[config.mk]
export PLATFORM = sky130hd
export DESIGN_NAME = conveyor_start_stop_interlock
export DESIGN_NICKNAME = d
export VERILOG_FILES = /design/src/cssi_pkg.sv /design/src/cssi_cfg.sv /design/src/cssi_in_stage.sv /design/src/cssi_core.sv /design/src/conveyor_start_stop_interlock.sv
export SDC_FILE = /design/constraint.sdc
export NUM_CORES = 1
export LEC_CHECK = 0
export BUFFER_PORTS_ARGS = -buffer_cell sky130_fd_sc_hd__buf_2
export CORE_ASPECT_RATIO = 1.1
export CORE_MARGIN = 2
export CORE_UTILIZATION = 40
export DETAILED_ROUTE_END_ITERATION = 12
export GPL_TIMING_DRIVEN = 0
export PLACE_DENSITY = 0.63
export RECOVER_POWER = 50
export SYNTH_ARGS = -nofsm -noshare
export SYNTH_HDL_FRONTEND = slang
export SYNTH_SLANG_ARGS = --single-unit
[constraint.sdc]
create_clock -name i_clk -period 5.38 [get_ports i_clk]
set_input_delay 1.076 -clock i_clk [delete_from_list [all_inputs] [get_ports i_clk]]
set_output_delay 1.076 -clock i_clk [all_outputs]
set_load 0.005 [all_outputs]
[src/cssi_pkg.sv]
// ----------------------------------------------------------------------------
// cssi_pkg
// Shared types and constants for the conveyor start/stop interlock.
// ----------------------------------------------------------------------------
`default_nettype none

package cssi_pkg;

    localparam int unsigned MS_W       = 16;
    localparam int unsigned CFG_IDX_W  = 2;
    localparam int unsigned CFG_DATA_W = 16;

    localparam logic [MS_W-1:0] START_HOLD_MS_RST = MS_W'(500);
    localparam logic [MS_W-1:0] LAMP_PULSE_MS_RST = MS_W'(200);
    localparam logic [MS_W-1:0] COUNT_MAX         = {MS_W{1'b1}};

    typedef enum logic [CFG_IDX_W-1:0] {
        CFG_START_HOLD = 2'd0,
        CFG_LAMP_PULSE = 2'd1
    } t_cfg_idx;

    typedef struct packed {
        logic [MS_W-1:0] start_hold_ms;
        logic [MS_W-1:0] lamp_pulse_ms;
    } t_cfg;

    typedef struct packed {
        logic            start_button;
        logic            stop_contact;
        logic            part_sensor;
        logic [MS_W-1:0] scan_ms;
    } t_scan;

endpackage

`default_nettype wire

[src/cssi_cfg.sv]
// ----------------------------------------------------------------------------
// cssi_cfg
// Configuration registers: start hold preset and lamp pulse length.
// ----------------------------------------------------------------------------
`default_nettype none

module cssi_cfg
    import cssi_pkg::*;
(
    input  wire logic                  i_clk,
    input  wire logic                  i_rst_n,
    input  wire logic                  i_cfg_wr_en,
    input  wire logic [CFG_IDX_W-1:0]  i_cfg_index,
    input  wire logic [CFG_DATA_W-1:0] i_cfg_data,
    output t_cfg                       o_cfg
);

    t_cfg r_cfg;

    always_ff @(posedge i_clk) begin
        if (!i_rst_n) begin
            r_cfg.start_hold_ms <= START_HOLD_MS_RST;
            r_cfg.lamp_pulse_ms <= LAMP_PULSE_MS_RST;
        end else if (i_cfg_wr_en) begin
            unique case (t_cfg_idx'(i_cfg_index))
                CFG_START_HOLD: r_cfg.start_hold_ms <= i_cfg_data[MS_W-1:0];
                CFG_LAMP_PULSE: r_cfg.lamp_pulse_ms <= i_cfg_data[MS_W-1:0];
                default: begin
                end
            endcase
        end
    end

    assign o_cfg = r_cfg;

endmodule

`default_nettype wire

[src/cssi_in_stage.sv]
// ----------------------------------------------------------------------------
// cssi_in_stage
// Input register for one scan item, with stall toward the sender.
// ----------------------------------------------------------------------------
`default_nettype none

module cssi_in_stage
    import cssi_pkg::*;
(
    input  wire logic  i_clk,
    input  wire logic  i_rst_n,
    input  wire logic  i_valid,
    output logic       o_stall,
    input  wire t_scan i_scan,
    input  wire logic  i_free,
    output logic       o_valid,
    output t_scan      o_scan
);

    logic  r_valid;
    logic  n_valid;
    t_scan r_scan;
    logic  load;

    assign o_stall = r_valid && !i_free;
    assign load    = i_valid && !o_stall;

    always_comb begin
        n_valid = r_valid;
        if (load) begin
            n_valid = 1'b1;
        end else if (i_free) begin
            n_valid = 1'b0;
        end
    end

    always_ff @(posedge i_clk) begin
        if (!i_rst_n) begin
            r_valid <= 1'b0;
        end else begin
            r_valid <= n_valid;
        end
    end

    always_ff @(posedge i_clk) begin
        if (load) begin
            r_scan <= i_scan;
        end
    end

    assign o_valid = r_valid;
    assign o_scan  = r_scan;

endmodule

`default_nettype wire

[src/cssi_core.sv]
// ----------------------------------------------------------------------------
// cssi_core
// Timer, motor latch, lamp pulse and part counter; state doubles as result.
// ----------------------------------------------------------------------------
`default_nettype none

module cssi_core
    import cssi_pkg::*;
(
    input  wire logic             i_clk,
    input  wire logic             i_rst_n,
    input  wire t_cfg             i_cfg,
    input  wire logic             i_valid,
    input  wire t_scan            i_scan,
    output logic                  o_free,
    output logic                  o_valid,
    input  wire logic             i_stall,
    output logic                  o_motor_on,
    output logic                  o_lamp_on,
    output logic [MS_W-1:0]       o_parts_total
);

    logic            r_out_valid;
    logic [MS_W-1:0] r_hold_elapsed;
    logic            r_hold_done_prev;
    logic            r_motor_latch;
    logic            r_sensor_prev;
    logic            r_pulse_active;
    logic [MS_W-1:0] r_pulse_elapsed;
    logic            r_edge_prev;
    logic [MS_W-1:0] r_count;

    logic [MS_W-1:0] n_hold_elapsed;
    logic            n_hold_done;
    logic            n_motor_latch;
    logic            n_pulse_active;
    logic [MS_W-1:0] n_pulse_elapsed;
    logic [MS_W-1:0] n_count;

    logic            take;
    logic            stop_hit;
    logic            sensor_rise;
    logic            cu_rise;
    logic [MS_W:0]   hold_sum;
    logic [MS_W:0]   pulse_sum;

    assign o_free      = !r_out_valid || !i_stall;
    assign take        = i_valid && o_free;
    assign stop_hit    = !i_scan.stop_contact;
    assign sensor_rise = i_scan.part_sensor && !r_sensor_prev;
    assign cu_rise     = sensor_rise && !r_edge_prev;
    assign hold_sum    = {1'b0, r_hold_elapsed} + {1'b0, i_scan.scan_ms};
    assign pulse_sum   = {1'b0, r_pulse_elapsed} + {1'b0, i_scan.scan_ms};

    always_comb begin
        n_hold_elapsed = r_hold_elapsed;
        n_hold_done    = 1'b0;
        if (i_scan.start_button) begin
            if (r_hold_elapsed < i_cfg.start_hold_ms) begin
                if (hold_sum > {1'b0, i_cfg.start_hold_ms}) begin
                    n_hold_elapsed = i_cfg.start_hold_ms;
                end else begin
                    n_hold_elapsed = hold_sum[MS_W-1:0];
                end
            end
            n_hold_done = n_hold_elapsed >= i_cfg.start_hold_ms;
        end else begin
            n_hold_elapsed = '0;
        end
    end

    assign n_motor_latch = !stop_hit
                           && ((n_hold_done && !r_hold_done_prev) || r_motor_latch);

    always_comb begin
        n_pulse_active  = r_pulse_active;
        n_pulse_elapsed = r_pulse_elapsed;
        if (r_pulse_active) begin
            if (pulse_sum >= {1'b0, i_cfg.lamp_pulse_ms}) begin
                n_pulse_elapsed = i_cfg.lamp_pulse_ms;
                n_pulse_active  = 1'b0;
            end else begin
                n_pulse_elapsed = pulse_sum[MS_W-1:0];
            end
        end else if (sensor_rise) begin
            n_pulse_active  = 1'b1;
            n_pulse_elapsed = '0;
        end
    end

    always_comb begin
        n_count = r_count;
        if (stop_hit) begin
            n_count = '0;
        end else if (cu_rise && (r_count != COUNT_MAX)) begin
            n_count = r_count + MS_W'(1);
        end
    end

    always_ff @(posedge i_clk) begin
        if (!i_rst_n) begin
            r_out_valid      <= 1'b0;
            r_hold_elapsed   <= '0;
            r_hold_done_prev <= 1'b0;
            r_motor_latch    <= 1'b0;
            r_sensor_prev    <= 1'b0;
            r_pulse_active   <= 1'b0;
            r_pulse_elapsed  <= '0;
            r_edge_prev      <= 1'b0;
            r_count          <= '0;
        end else begin
            if (o_free) begin
                r_out_valid <= i_valid;
            end
            if (take) begin
                r_hold_elapsed   <= n_hold_elapsed;
                r_hold_done_prev <= n_hold_done;
                r_motor_latch    <= n_motor_latch;
                r_sensor_prev    <= i_scan.part_sensor;
                r_pulse_active   <= n_pulse_active;
                r_pulse_elapsed  <= n_pulse_elapsed;
                r_edge_prev      <= sensor_rise;
                r_count          <= n_count;
            end
        end
    end

    assign o_valid       = r_out_valid;
    assign o_motor_on    = r_motor_latch;
    assign o_lamp_on     = r_pulse_active;
    assign o_parts_total = r_count;

endmodule

`default_nettype wire

[src/conveyor_start_stop_interlock.sv]
// ----------------------------------------------------------------------------
// conveyor_start_stop_interlock
// Scan-driven start/stop interlock with part lamp pulse and part counter.
//
// Input channel: i_valid / o_stall carry one scan (start, stop contact,
// part sensor, ms since previous scan). Output channel: o_valid / i_stall
// carry one result per scan (motor drive, lamp, part count).
// A transfer happens on a rising edge with valid high and stall low.
// A scan accepted on the input goes to the input register, then to the
// state / result registers, which drive o_valid. Throughput: one scan per
// cycle while i_stall is low, set by the single registered pass from the
// input register through the state update into the state / result registers.
// Stall: while i_stall holds a result, one more scan waits in the input
// register; o_stall rises only when both registers are full and i_stall
// is high.
// Reset (i_rst_n low, synchronous): both channels empty, timers, latch,
// pulse and count cleared, start hold 500 ms, lamp pulse 200 ms.
// Configuration: i_cfg_wr_en writes i_cfg_data to register i_cfg_index
// (0 start hold, 1 lamp pulse); other indexes are ignored. Write only idle.
// ----------------------------------------------------------------------------
`default_nettype none

module conveyor_start_stop_interlock
    import cssi_pkg::*;
(
    input  wire logic                  i_clk,
    input  wire logic                  i_rst_n,
    input  wire logic                  i_cfg_wr_en,
    input  wire logic [CFG_IDX_W-1:0]  i_cfg_index,
    input  wire logic [CFG_DATA_W-1:0] i_cfg_data,
    input  wire logic                  i_valid,
    output logic                       o_stall,
    input  wire logic                  i_start_button,
    input  wire logic                  i_stop_contact,
    input  wire logic                  i_part_sensor,
    input  wire logic [MS_W-1:0]       i_scan_ms,
    output logic                       o_valid,
    input  wire logic                  i_stall,
    output logic                       o_motor_on,
    output logic                       o_lamp_on,
    output logic [MS_W-1:0]            o_parts_total
);

    t_cfg  cfg;
    t_scan scan_in;
    t_scan scan_q;
    logic  scan_q_valid;
    logic  core_free;

    assign scan_in.start_button = i_start_button;
    assign scan_in.stop_contact = i_stop_contact;
    assign scan_in.part_sensor  = i_part_sensor;
    assign scan_in.scan_ms      = i_scan_ms;

    cssi_cfg u_cfg (
        .i_clk       (i_clk),
        .i_rst_n     (i_rst_n),
        .i_cfg_wr_en (i_cfg_wr_en),
        .i_cfg_index (i_cfg_index),
        .i_cfg_data  (i_cfg_data),
        .o_cfg       (cfg)
    );

    cssi_in_stage u_in (
        .i_clk   (i_clk),
        .i_rst_n (i_rst_n),
        .i_valid (i_valid),
        .o_stall (o_stall),
        .i_scan  (scan_in),
        .i_free  (core_free),
        .o_valid (scan_q_valid),
        .o_scan  (scan_q)
    );

    cssi_core u_core (
        .i_clk         (i_clk),
        .i_rst_n       (i_rst_n),
        .i_cfg         (cfg),
        .i_valid       (scan_q_valid),
        .i_scan        (scan_q),
        .o_free        (core_free),
        .o_valid       (o_valid),
        .i_stall       (i_stall),
        .o_motor_on    (o_motor_on),
        .o_lamp_on     (o_lamp_on),
        .o_parts_total (o_parts_total)
    );

endmodule

`default_nettype wire

==> results of run 1 <==
-- worst max path at each step --
stage,end,slack (ps),cells past startpoint
2_1_floorplan,u_core.r_hold_done_prev,3,27
3_3_place_gp,u_core.r_hold_done_prev,-860,28
3_5_place_dp,u_core.r_hold_done_prev,-860,28
4_1_cts,u_core.r_hold_done_prev,-510,28
5_1_grt,u_core.r_hold_done_prev,-490,26
6_report,u_core.r_hold_done_prev,-330,26
-- flip-flops by register name, summed over array words and instances, names as in the netlist --
name                     cells
u_core.o_motor_on            1
u_core.o_parts_total        16
u_core.r_pulse_elapsed      16
u_core.o_lamp_on             1
u_cfg.o_cfg                 32
u_core.r_edge_prev           1
u_core.r_hold_elapsed       16
u_in.o_scan                 19
u_core.o_valid               1
u_in.o_valid                 1
u_core.r_hold_done_prev      1
u_core.r_sensor_prev         1
-- final cells by class --
cell class,instances,area [um2],area share
inverter,48,180,0.0218
multi-input combinational,637,4680,0.565
timing repair buffer,79,413,0.0499
tap,238,298,0.0360
clock inverter,6,55.1,0.00665
clock buffer,10,239,0.0289
buffer,24,101,0.0122
sequential,106,2310,0.279
-- per-stage QoR --
step | hold slack (ps) | power [uW]
floorplan | 429 | 1280
global placement | 444 | 1420
detailed placement | 446 | 1430
CTS | 457 | 2140
global route | 474 | 2260
finish | 458 | 2150
-- power by group through the flow --
stage,Combinational [uW],Clock [uW],Sequential (uW)
2_1_floorplan,410,0,869
3_3_place_gp,540,0,882
3_5_place_dp,549,0,882
4_1_cts,590,690,863
5_1_grt,674,722,867
6_report,605,679,864
-- kinds of logic (layout without fill, tap and decap cells) --
family | count (synthesis) | after routing
compound gates | 236 | 236
xor+xnor | 37 | 37
fa+ha+maj | 98 | 98
buf+inv | 74 | 167
flops | 106 | 106
mux | 11 | 11
simple gates | 255 | 255
-- worst max-delay path, stage by stage, from the launching register on --
cell	delay [ps]
sky130_fd_sc_hd__edfxtp_1	500
sky130_fd_sc_hd__ha_4	220
sky130_fd_sc_hd__inv_2	50
sky130_fd_sc_hd__fa_2	240
sky130_fd_sc_hd__nor2b_4	50
sky130_fd_sc_hd__o2111a_2	280
sky130_fd_sc_hd__or3_4	390
sky130_fd_sc_hd__a31oi_4	190
sky130_fd_sc_hd__xnor2_2	100
sky130_fd_sc_hd__ha_1	300
sky130_fd_sc_hd__nand4_1	130
sky130_fd_sc_hd__or4_1	540
sky130_fd_sc_hd__nor2_1	130
sky130_fd_sc_hd__a221oi_2	60
sky130_fd_sc_hd__o21ai_2	90
sky130_fd_sc_hd__and2_4	190
sky130_fd_sc_hd__mux2_4	300
sky130_fd_sc_hd__mux2i_1	140
sky130_fd_sc_hd__ha_1	250
sky130_fd_sc_hd__nand2b_4	130
sky130_fd_sc_hd__a21o_1	150
sky130_fd_sc_hd__a21o_1	150
sky130_fd_sc_hd__a21o_1	160
sky130_fd_sc_hd__a21o_1	190
sky130_fd_sc_hd__a2111oi_4	300
sky130_fd_sc_hd__a211o_1	260
sky130_fd_sc_hd__a221oi_2	70
-- per-layer routing --
| layer | vias up | part of all wire |
|---|---|---|
| met3 | 31 | 0.040 |
| met1 | 2947 | 0.46 |
| li1 | 3184 | - |
| met4 | 0 | 0.025 |
| met5 | - | 0 |
| met2 | 144 | 0.47 |
-- timing repair --
action | CTS | global route
setup buffers | 13 | 4
pin swaps | 25 | 19
gates resized for setup | 11 | 11
endpoints found under the setup margin | 2 | 11
-- placed cells by master (no fill, tap or decap), types with 4 or more instances in the layout --
cell type	count
sky130_fd_sc_hd__nand2_1	99
sky130_fd_sc_hd__ha_1	93
sky130_fd_sc_hd__dfxtp_1	87
sky130_fd_sc_hd__a21oi_1	80
sky130_fd_sc_hd__nor2_1	57
sky130_fd_sc_hd__inv_1	46
sky130_fd_sc_hd__buf_2	44
sky130_fd_sc_hd__clkbuf_1	39
sky130_fd_sc_hd__nand4_1	23
sky130_fd_sc_hd__a21o_1	20
sky130_fd_sc_hd__nand3_1	20
sky130_fd_sc_hd__edfxtp_1	19
sky130_fd_sc_hd__o21ai_0	18
sky130_fd_sc_hd__xnor2_1	18
sky130_fd_sc_hd__buf_4	17
sky130_fd_sc_hd__xor2_1	16
sky130_fd_sc_hd__o21a_1	13
sky130_fd_sc_hd__o211ai_1	12
sky130_fd_sc_hd__nor3_1	12
sky130_fd_sc_hd__clkbuf_16	9
sky130_fd_sc_hd__and3_1	8
sky130_fd_sc_hd__o2bb2ai_1	8
sky130_fd_sc_hd__nor2b_1	7
sky130_fd_sc_hd__a211oi_1	7
sky130_fd_sc_hd__o21ai_1	7
sky130_fd_sc_hd__o21bai_1	6
sky130_fd_sc_hd__o311ai_0	6
sky130_fd_sc_hd__a22o_1	6
sky130_fd_sc_hd__mux2_2	5
sky130_fd_sc_hd__o311ai_1	5
sky130_fd_sc_hd__a211o_1	4
sky130_fd_sc_hd__o31ai_1	4
sky130_fd_sc_hd__mux2_4	4
-- synth_stat cells (3+ instances only) --
cell type	number
sky130_fd_sc_hd__mux2_2	5
sky130_fd_sc_hd__nand2_1	100
sky130_fd_sc_hd__a21oi_1	81
sky130_fd_sc_hd__edfxtp_1	19
sky130_fd_sc_hd__o31ai_1	4
sky130_fd_sc_hd__a221oi_1	4
sky130_fd_sc_hd__o211ai_1	12
sky130_fd_sc_hd__or2_2	3
sky130_fd_sc_hd__and2_1	3
sky130_fd_sc_hd__nor2_1	57
sky130_fd_sc_hd__nand3_1	20
sky130_fd_sc_hd__o311ai_0	6
sky130_fd_sc_hd__xnor2_1	21
sky130_fd_sc_hd__dfxtp_1	87
sky130_fd_sc_hd__a221o_1	3
sky130_fd_sc_hd__a2111oi_0	3
sky130_fd_sc_hd__and3_1	8
sky130_fd_sc_hd__nand4_1	23
sky130_fd_sc_hd__mux2_4	3
sky130_fd_sc_hd__o21bai_1	6
sky130_fd_sc_hd__a211oi_2	3
sky130_fd_sc_hd__clkbuf_1	21
sky130_fd_sc_hd__a31oi_1	4
sky130_fd_sc_hd__o21a_1	13
sky130_fd_sc_hd__nor2b_1	7
sky130_fd_sc_hd__ha_1	96
sky130_fd_sc_hd__inv_1	47
sky130_fd_sc_hd__a211oi_1	7
sky130_fd_sc_hd__a22o_1	6
sky130_fd_sc_hd__nor3_1	12
sky130_fd_sc_hd__xor2_1	16
sky130_fd_sc_hd__o21ai_1	7
sky130_fd_sc_hd__a211o_1	4
sky130_fd_sc_hd__o21ai_0	20
sky130_fd_sc_hd__a21o_1	20
sky130_fd_sc_hd__o22ai_1	3
sky130_fd_sc_hd__o2bb2ai_1	8
sky130_fd_sc_hd__o311ai_1	5
==> metrics.md, run 1 <==
| Metric | Value |
|---|---|
| Post-synthesis average cell area | `8.72 um2` |
| Sum of negative setup slack | `-625 ps` |
| # IOs | `62` |
| Main flop type after synthesis | `sky130_fd_sc_hd__dfxtp_1` |
| Biggest area contributors in the synthesized netlist | `sky130_fd_sc_hd__dfxtp_1 24%, sky130_fd_sc_hd__ha_1 17%, sky130_fd_sc_hd__edfxtp_1 8.0%` |
| Cell area power density | `259 nW/um2` |
| Global routing met2 resource utilization | `0.363` |
| Cell at the root of the clock tree | `sky130_fd_sc_hd__clkbuf_16` |
| Core box area | `17,600 um2` |
| Hold Fails Final Rpt | `0` |
| Final critical-path share of the clock period | `1.06` |
| Origin of the critical flop-to-flop path | `u_in.o_scan[0]` |
| Count of final setup violators | `2` |
| Fraction of the mapped netlist area in simple logic gates | `0.169` |
| Fraction of power consumed by combinational cells | `0.282` |
| Final Max Slew Viols | `0` |
| Actual transition at the worst max-transition pin | `879 ps` |
| Cts bufs inserted | `9` |
| P_sw | `703 uW` |
| Capture instance of the worst register-to-register path | `u_core.r_hold_done_prev` |
| Layout Skew | `10.1 ps` |
| Number of clock sinks seen by CTS | `106` |
| Number of port buffers | `61` |
| Number of antenna violations at the first check in global routing | `0` |
| Flip-flop and latch count after synthesis | `106` |
| Type of element capturing the critical path | `flop` |
| Cell area after layout | `8280 um2` |
| Maximum ir drop on the vdd rail | `0.000156 V` |
| Drt total wl | `20,000 um` |
| Worst setup slack before clock tree synthesis | `-862 ps` |
| Die boundary width | `131 um` |
| Share of Yosys cell area claimed by the top area cell type | `0.244` |
| Starting Density | `0.405` |
| # diodes | `0` |
| CP Max Fanout | `3` |
| Period minus WS final | `5710 ps` |
| Fraction of the mapped netlist area in adder cells | `0.174` |
| CTS tree | `built` |
| Height of the die | `144 um` |
| Depth of the worst register-to-register path | `26` |
| Post-detailed-placement cell area | `7780 um2` |
| Via count of the first global-routing pass | `5,956` |
| XOR/XNOR Fraction of Synth Area | `0.0455` |
| Wire length of the first global-routing pass | `31,200 um` |
| Number of distinct standard cells referenced by the synthesized netlist | `77` |
| # hold bufs at CTS | `0` |
| Synthesized-area fraction occupied by ao, oa, aoi and oai cells | `0.227` |
| Unrepaired setup endpoints after global routing | `true` |
| Largest family of logic cells by synthesized area | `compound AO/OA/AOI/OAI gates` |
| Top cell type by total area after synthesis | `sky130_fd_sc_hd__dfxtp_1` |
| Post-detailed-placement half-perimeter wirelength | `15,500 um` |
| Clock latency reported for the late side of the worst-skew pair | `360 ps` |
| Cell Int Power | `1440 uW` |
| Global routing usage on met3 | `0.0280` |
| Net count of the mapped netlist | `957` |
| Routed len/inst | `17.4 um` |
| Final RePlAce weighted congestion | `0.931` |
| Final core utilization | `0.470` |
| Timing startpoint of the critical path | `u_in.o_scan[0]` |
| Syn. warnings | `0` |
| Multiplexer share of the synthesized area | `0.0186` |
| DRC violations left | `0` |
| Reg2Reg Setup Slack | `-330 ps` |
| Start point of the worst hold path | `u_cfg.o_cfg[8]` |
| ANT nets after route | `0` |
| Pin count of the biggest net entering global routing | `20` |
| Setup crit start kind | `flop` |
| Worst slew margin relative to its limit | `0.414` |
| Share of async-settable or async-resettable flops after synthesis | `0` |
| Classification of the worst-slack hold path | `flop to flop` |
| Data arrival at the endpoint of the critical path | `5930 ps` |
| Outcome | `finished, violations left` |
| Detailed-router iteration count before antenna repair | `5` |
| FMAX | `0.175 GHz` |
| Detailed-route vias per instance | `5.49` |
| Global routing usage summed across all routing layers | `0.211` |
| GRT Max-Usage Layer | `met2` |
| DRC violation total after the first TritonRoute iteration | `338` |
| Clock share of power | `0.316` |
| Fin worst setup slack | `-325 ps` |
| Cell leakage power | `0.00345 uW` |
| Fraction of power spent switching nets | `0.327` |
| Net count reported at finish | `1,045` |
| Number of max-cap violations | `0` |
| Area of the mapped netlist | `7130 um2` |
| Share of power burned in registers | `0.402` |
| Number of buffers on the longest clock path | `2` |
| Share of layout cells above drive strength 1 | `0.138` |
| CTS H-tree lvls | `3` |
| Clock edge transition at the registers on the reported setup and hold paths | `80 ps` |
| Critical path type | `flop to flop` |
| Placed cells | `1,117` |
| Total gr overflow | `0` |
| Count of non-filler cells in the finished layout | `1,148` |
| Layout overhead on the synthesized area | `16.1%` |
| Worst hold path depth | `2` |
| Fill cell count | `1,769` |
| Post-Synthesis Cells | `817` |
| Full die area | `18,900 um2` |
| GR met1 Demand/Resource | `0.272` |
| Seq/Total Area, Yosys | `0.324` |
| Number of synthesized flops with an enable pin | `19` |
| Vias after detailed routing | `6,306` |
| End point of the most critical hold path | `u_cfg.o_cfg[8]` |
| # rows | `51` |
| Failing checks | `setup timing` |
| Data required time of the worst path | `5600 ps` |
Power figures use the tool's default switching activity.
==> run 2: changes to the inputs <==
REMOVE_ABC_BUFFERS = 1   (was not set)
==> run 2 against run 1 <==
Power is 3.1% higher. Fmax is 1.2% lower. The run still ends with setup timing left. Final area is 0.89% higher. Die area did not move. Highest routed layer unchanged. Global-route usage decreased by 0.85 points.
==> metrics.md, run 2 (synthesized netlist as in run 1, its figures left out) <==
| Metric | Value |
|---|---|
| Outcome | `finished, violations left` |
| Failing checks | `setup timing` |
| Final RePlAce weighted congestion | `0.837 (-10%)` |
| Worst hold path depth | `2 (unchanged)` |
| Design Power | `2210 uW (+3.1%)` |
| DRC violation total after the first TritonRoute iteration | `376 (+11%)` |
| Total gr overflow | `0 (unchanged)` |
| Actual transition at the worst max-transition pin | `1310 ps (+432 ps)` |
| Start point of the worst hold path | `u_cfg.o_cfg[1]` |
| Layout overhead on the synthesized area | `17.2%` |
| Final Max Slew Viols | `0 (unchanged)` |
| FMAX | `0.173 GHz (-1.2%)` |
| Number of max-cap violations | `0 (unchanged)` |
| Routed len/inst | `16.6 um (-4.5%)` |
| Data arrival at the endpoint of the critical path | `6040 ps (+110 ps)` |
| Number of port buffers | `61 (unchanged)` |
| Die boundary width | `131 um (unchanged)` |
| Unrepaired setup endpoints after global routing | `true` |
| Global routing usage summed across all routing layers | `0.202 (-0.00852)` |
| Layout Skew | `8.96 ps (-1.15 ps)` |
| Count of non-filler cells in the finished layout | `1,145 (-0.26%)` |
| Capture instance of the worst register-to-register path | `u_core.r_hold_done_prev` |
| Cts bufs inserted | `9 (unchanged)` |
| Cell with the most instances on the worst path | `sky130_fd_sc_hd__buf_4` |
| Worst setup slack before clock tree synthesis | `-2150 ps (-1290 ps)` |
| Share of layout cells above drive strength 1 | `0.159 (+0.0203)` |
| Detailed-router iteration count before antenna repair | `5 (unchanged)` |
| CTS H-tree lvls | `3 (unchanged)` |
| Wire length of the first global-routing pass | `30,400 um (-2.4%)` |
| Commonest cells after routing, fill and taps aside | `99 x sky130_fd_sc_hd__nand2_1, 94 x sky130_fd_sc_hd__ha_1, 87 x sky130_fd_sc_hd__dfxtp_1` |
| Cell at the root of the clock tree | `sky130_fd_sc_hd__clkbuf_16` |
| Height of the die | `144 um (unchanged)` |
| CTS tree | `built` |
| Period minus WS final | `5780 ps (+70.8 ps)` |
| Count of final setup violators | `2 (unchanged)` |
| # rows | `51 (unchanged)` |
| Worst slew margin relative to its limit | `0.123 (-0.291)` |
| Hold Fails Final Rpt | `0 (unchanged)` |
| Critical path buffer and inverter count | `20 (+19)` |
| Cell area power density | `265 nW/um2 (+2.2%)` |
| Classification of the worst-slack hold path | `flop to flop` |
| Clock edge transition at the registers on the reported setup and hold paths | `70 ps (about the same)` |
| Number of clock sinks seen by CTS | `106 (unchanged)` |
| Pin count of the biggest net entering global routing | `33 (+65%)` |
| Full die area | `18,900 um2 (unchanged)` |
| Setup crit start kind | `flop` |
| CP Max Fanout | `3 (unchanged)` |
| Crit path max-delay family | `buffers and inverters` |
| Type of element capturing the critical path | `flop` |
| Drt total wl | `19,000 um (-4.8%)` |
| Reg2Reg Setup Slack | `-400 ps (-70 ps)` |
| Data required time of the worst path | `5640 ps (+40 ps)` |
| DRC violations left | `0 (unchanged)` |
| ANT nets after route | `0 (unchanged)` |
| Fill cell count | `1,729 (-2.3%)` |
| Vias after detailed routing | `6,210 (-1.5%)` |
| Fin worst setup slack | `-396 ps (-70.8 ps)` |
| CP max stage cell | `sky130_fd_sc_hd__edfxtp_1` |
| Clock latency reported for the late side of the worst-skew pair | `360 ps (about the same)` |
| Delay contributed by the slowest stage of the critical path | `470 ps (-70 ps)` |
| Number of buffers on the longest clock path | `2 (unchanged)` |
| Depth of the worst register-to-register path | `34 (+31%)` |
| Cell leakage power | `0.00352 uW (+2.1%)` |
| Number of antenna violations at the first check in global routing | `0 (unchanged)` |
| Critical path type | `flop to flop` |
| Detailed-route vias per instance | `5.42 (-1.3%)` |
| Placed cells | `1,092 (-2.2%)` |
| Starting Density | `0.405 (unchanged)` |
| Core box area | `17,600 um2 (unchanged)` |
| # diodes | `0 (unchanged)` |
| Final critical-path share of the clock period | `1.07 (+0.0132)` |
| End point of the most critical hold path | `u_cfg.o_cfg[1]` |
| # hold bufs at CTS | `0 (unchanged)` |
| Flip-flop count of the largest register after layout | `32 (unchanged)` |
| Origin of the critical flop-to-flop path | `u_in.o_scan[0]` |
| Post-detailed-placement half-perimeter wirelength | `14,400 um (-6.8%)` |
| Net count reported at finish | `1,042 (-0.29%)` |
| Maximum ir drop on the vdd rail | `0.000158 V (+1.4%)` |
| # IOs | `62 (unchanged)` |
| Most common library cell in the layout ignoring fill and taps | `sky130_fd_sc_hd__nand2_1` |
| Via count of the first global-routing pass | `5,985 (+0.49%)` |
==> run 2: cell count changes in the layout (fill, tap and decap cells not counted), sizes merged <==
| cell | before | now |
|---|---|---|
| clkbuf | 50 | 30 |
| clkinvlp | 1 | 0 |
| bufinv | 0 | 2 |
| clkinv | 2 | 5 |
| buf | 63 | 80 |
| inv | 51 | 47 |
==> run 2: layout make-up <==
type,instances,area (um2),area share
clock inverters,6,81.3,0.00974
well taps,238,298,0.0357
multi-input cells,637,4680,0.560
clock buffers,10,229,0.0274
flip-flops and latches,106,2310,0.277
inverters,48,180,0.0216
repair buffers,100,576,0.0689
==> run 2: metrics by stage <==
stage | hold slack (ps) | TNS, ps | instance area (um2) | util
2_1_floorplan | 429 | -1520 | 7010 | -
3_3_place_gp | 442 | -4230 | 7620 | 0.432
3_5_place_dp | 447 | -4350 | 7660 | 0.435
4_1_cts | 457 | -738 | 8310 | 0.472
5_1_grt | 478 | -1170 | 8350 | 0.474
6_report | 455 | -720 | 8350 | 0.474
==> run 2: metal layers <==
layer | part of all wire | vias to the layer above | track usage
met4 | 0.034 | 0 | 0.0921
li1 | - | 3184 | -
met3 | 0.033 | 38 | 0.0259
met2 | 0.47 | 119 | 0.347
met1 | 0.46 | 2869 | 0.256
met5 | 0 | - | 0
==> run 2: worst max path at each step <==
stage,from,endpoint,cells past startpoint
4_1_cts,u_in.o_scan[0],u_core.r_hold_done_prev,28
3_5_place_dp,u_in.o_scan[0],u_core.r_hold_done_prev,26
3_3_place_gp,u_in.o_scan[0],u_core.r_hold_done_prev,26
5_1_grt,u_in.o_scan[0],u_core.r_hold_done_prev,26
6_report,u_in.o_scan[0],u_core.r_hold_done_prev,34
2_1_floorplan,u_in.o_scan[0],u_core.r_hold_done_prev,26
==> run 2: tightest hold or removal path: stages (launching register included) <==
cell and delay, ps:
sky130_fd_sc_hd__dfxtp_1 310, sky130_fd_sc_hd__nand2_1 50, sky130_fd_sc_hd__a21oi_1 50
==> run 2: report_power, final <==
part | internal [uW] | switching, uW | leakage [uW]
logic | 292 | 347 | 0.00248
registers | 836 | 24.2 | 0.000891
clock network | 406 | 308 | 0.000152
total | 1530 | 679 | 0.00352
==> run 2: repair_timing <==
item,in CTS,in global routing
setup buffers,32,5
setup endpoints to repair,6,7
gates resized for setup,21,15
pin swaps,24,17
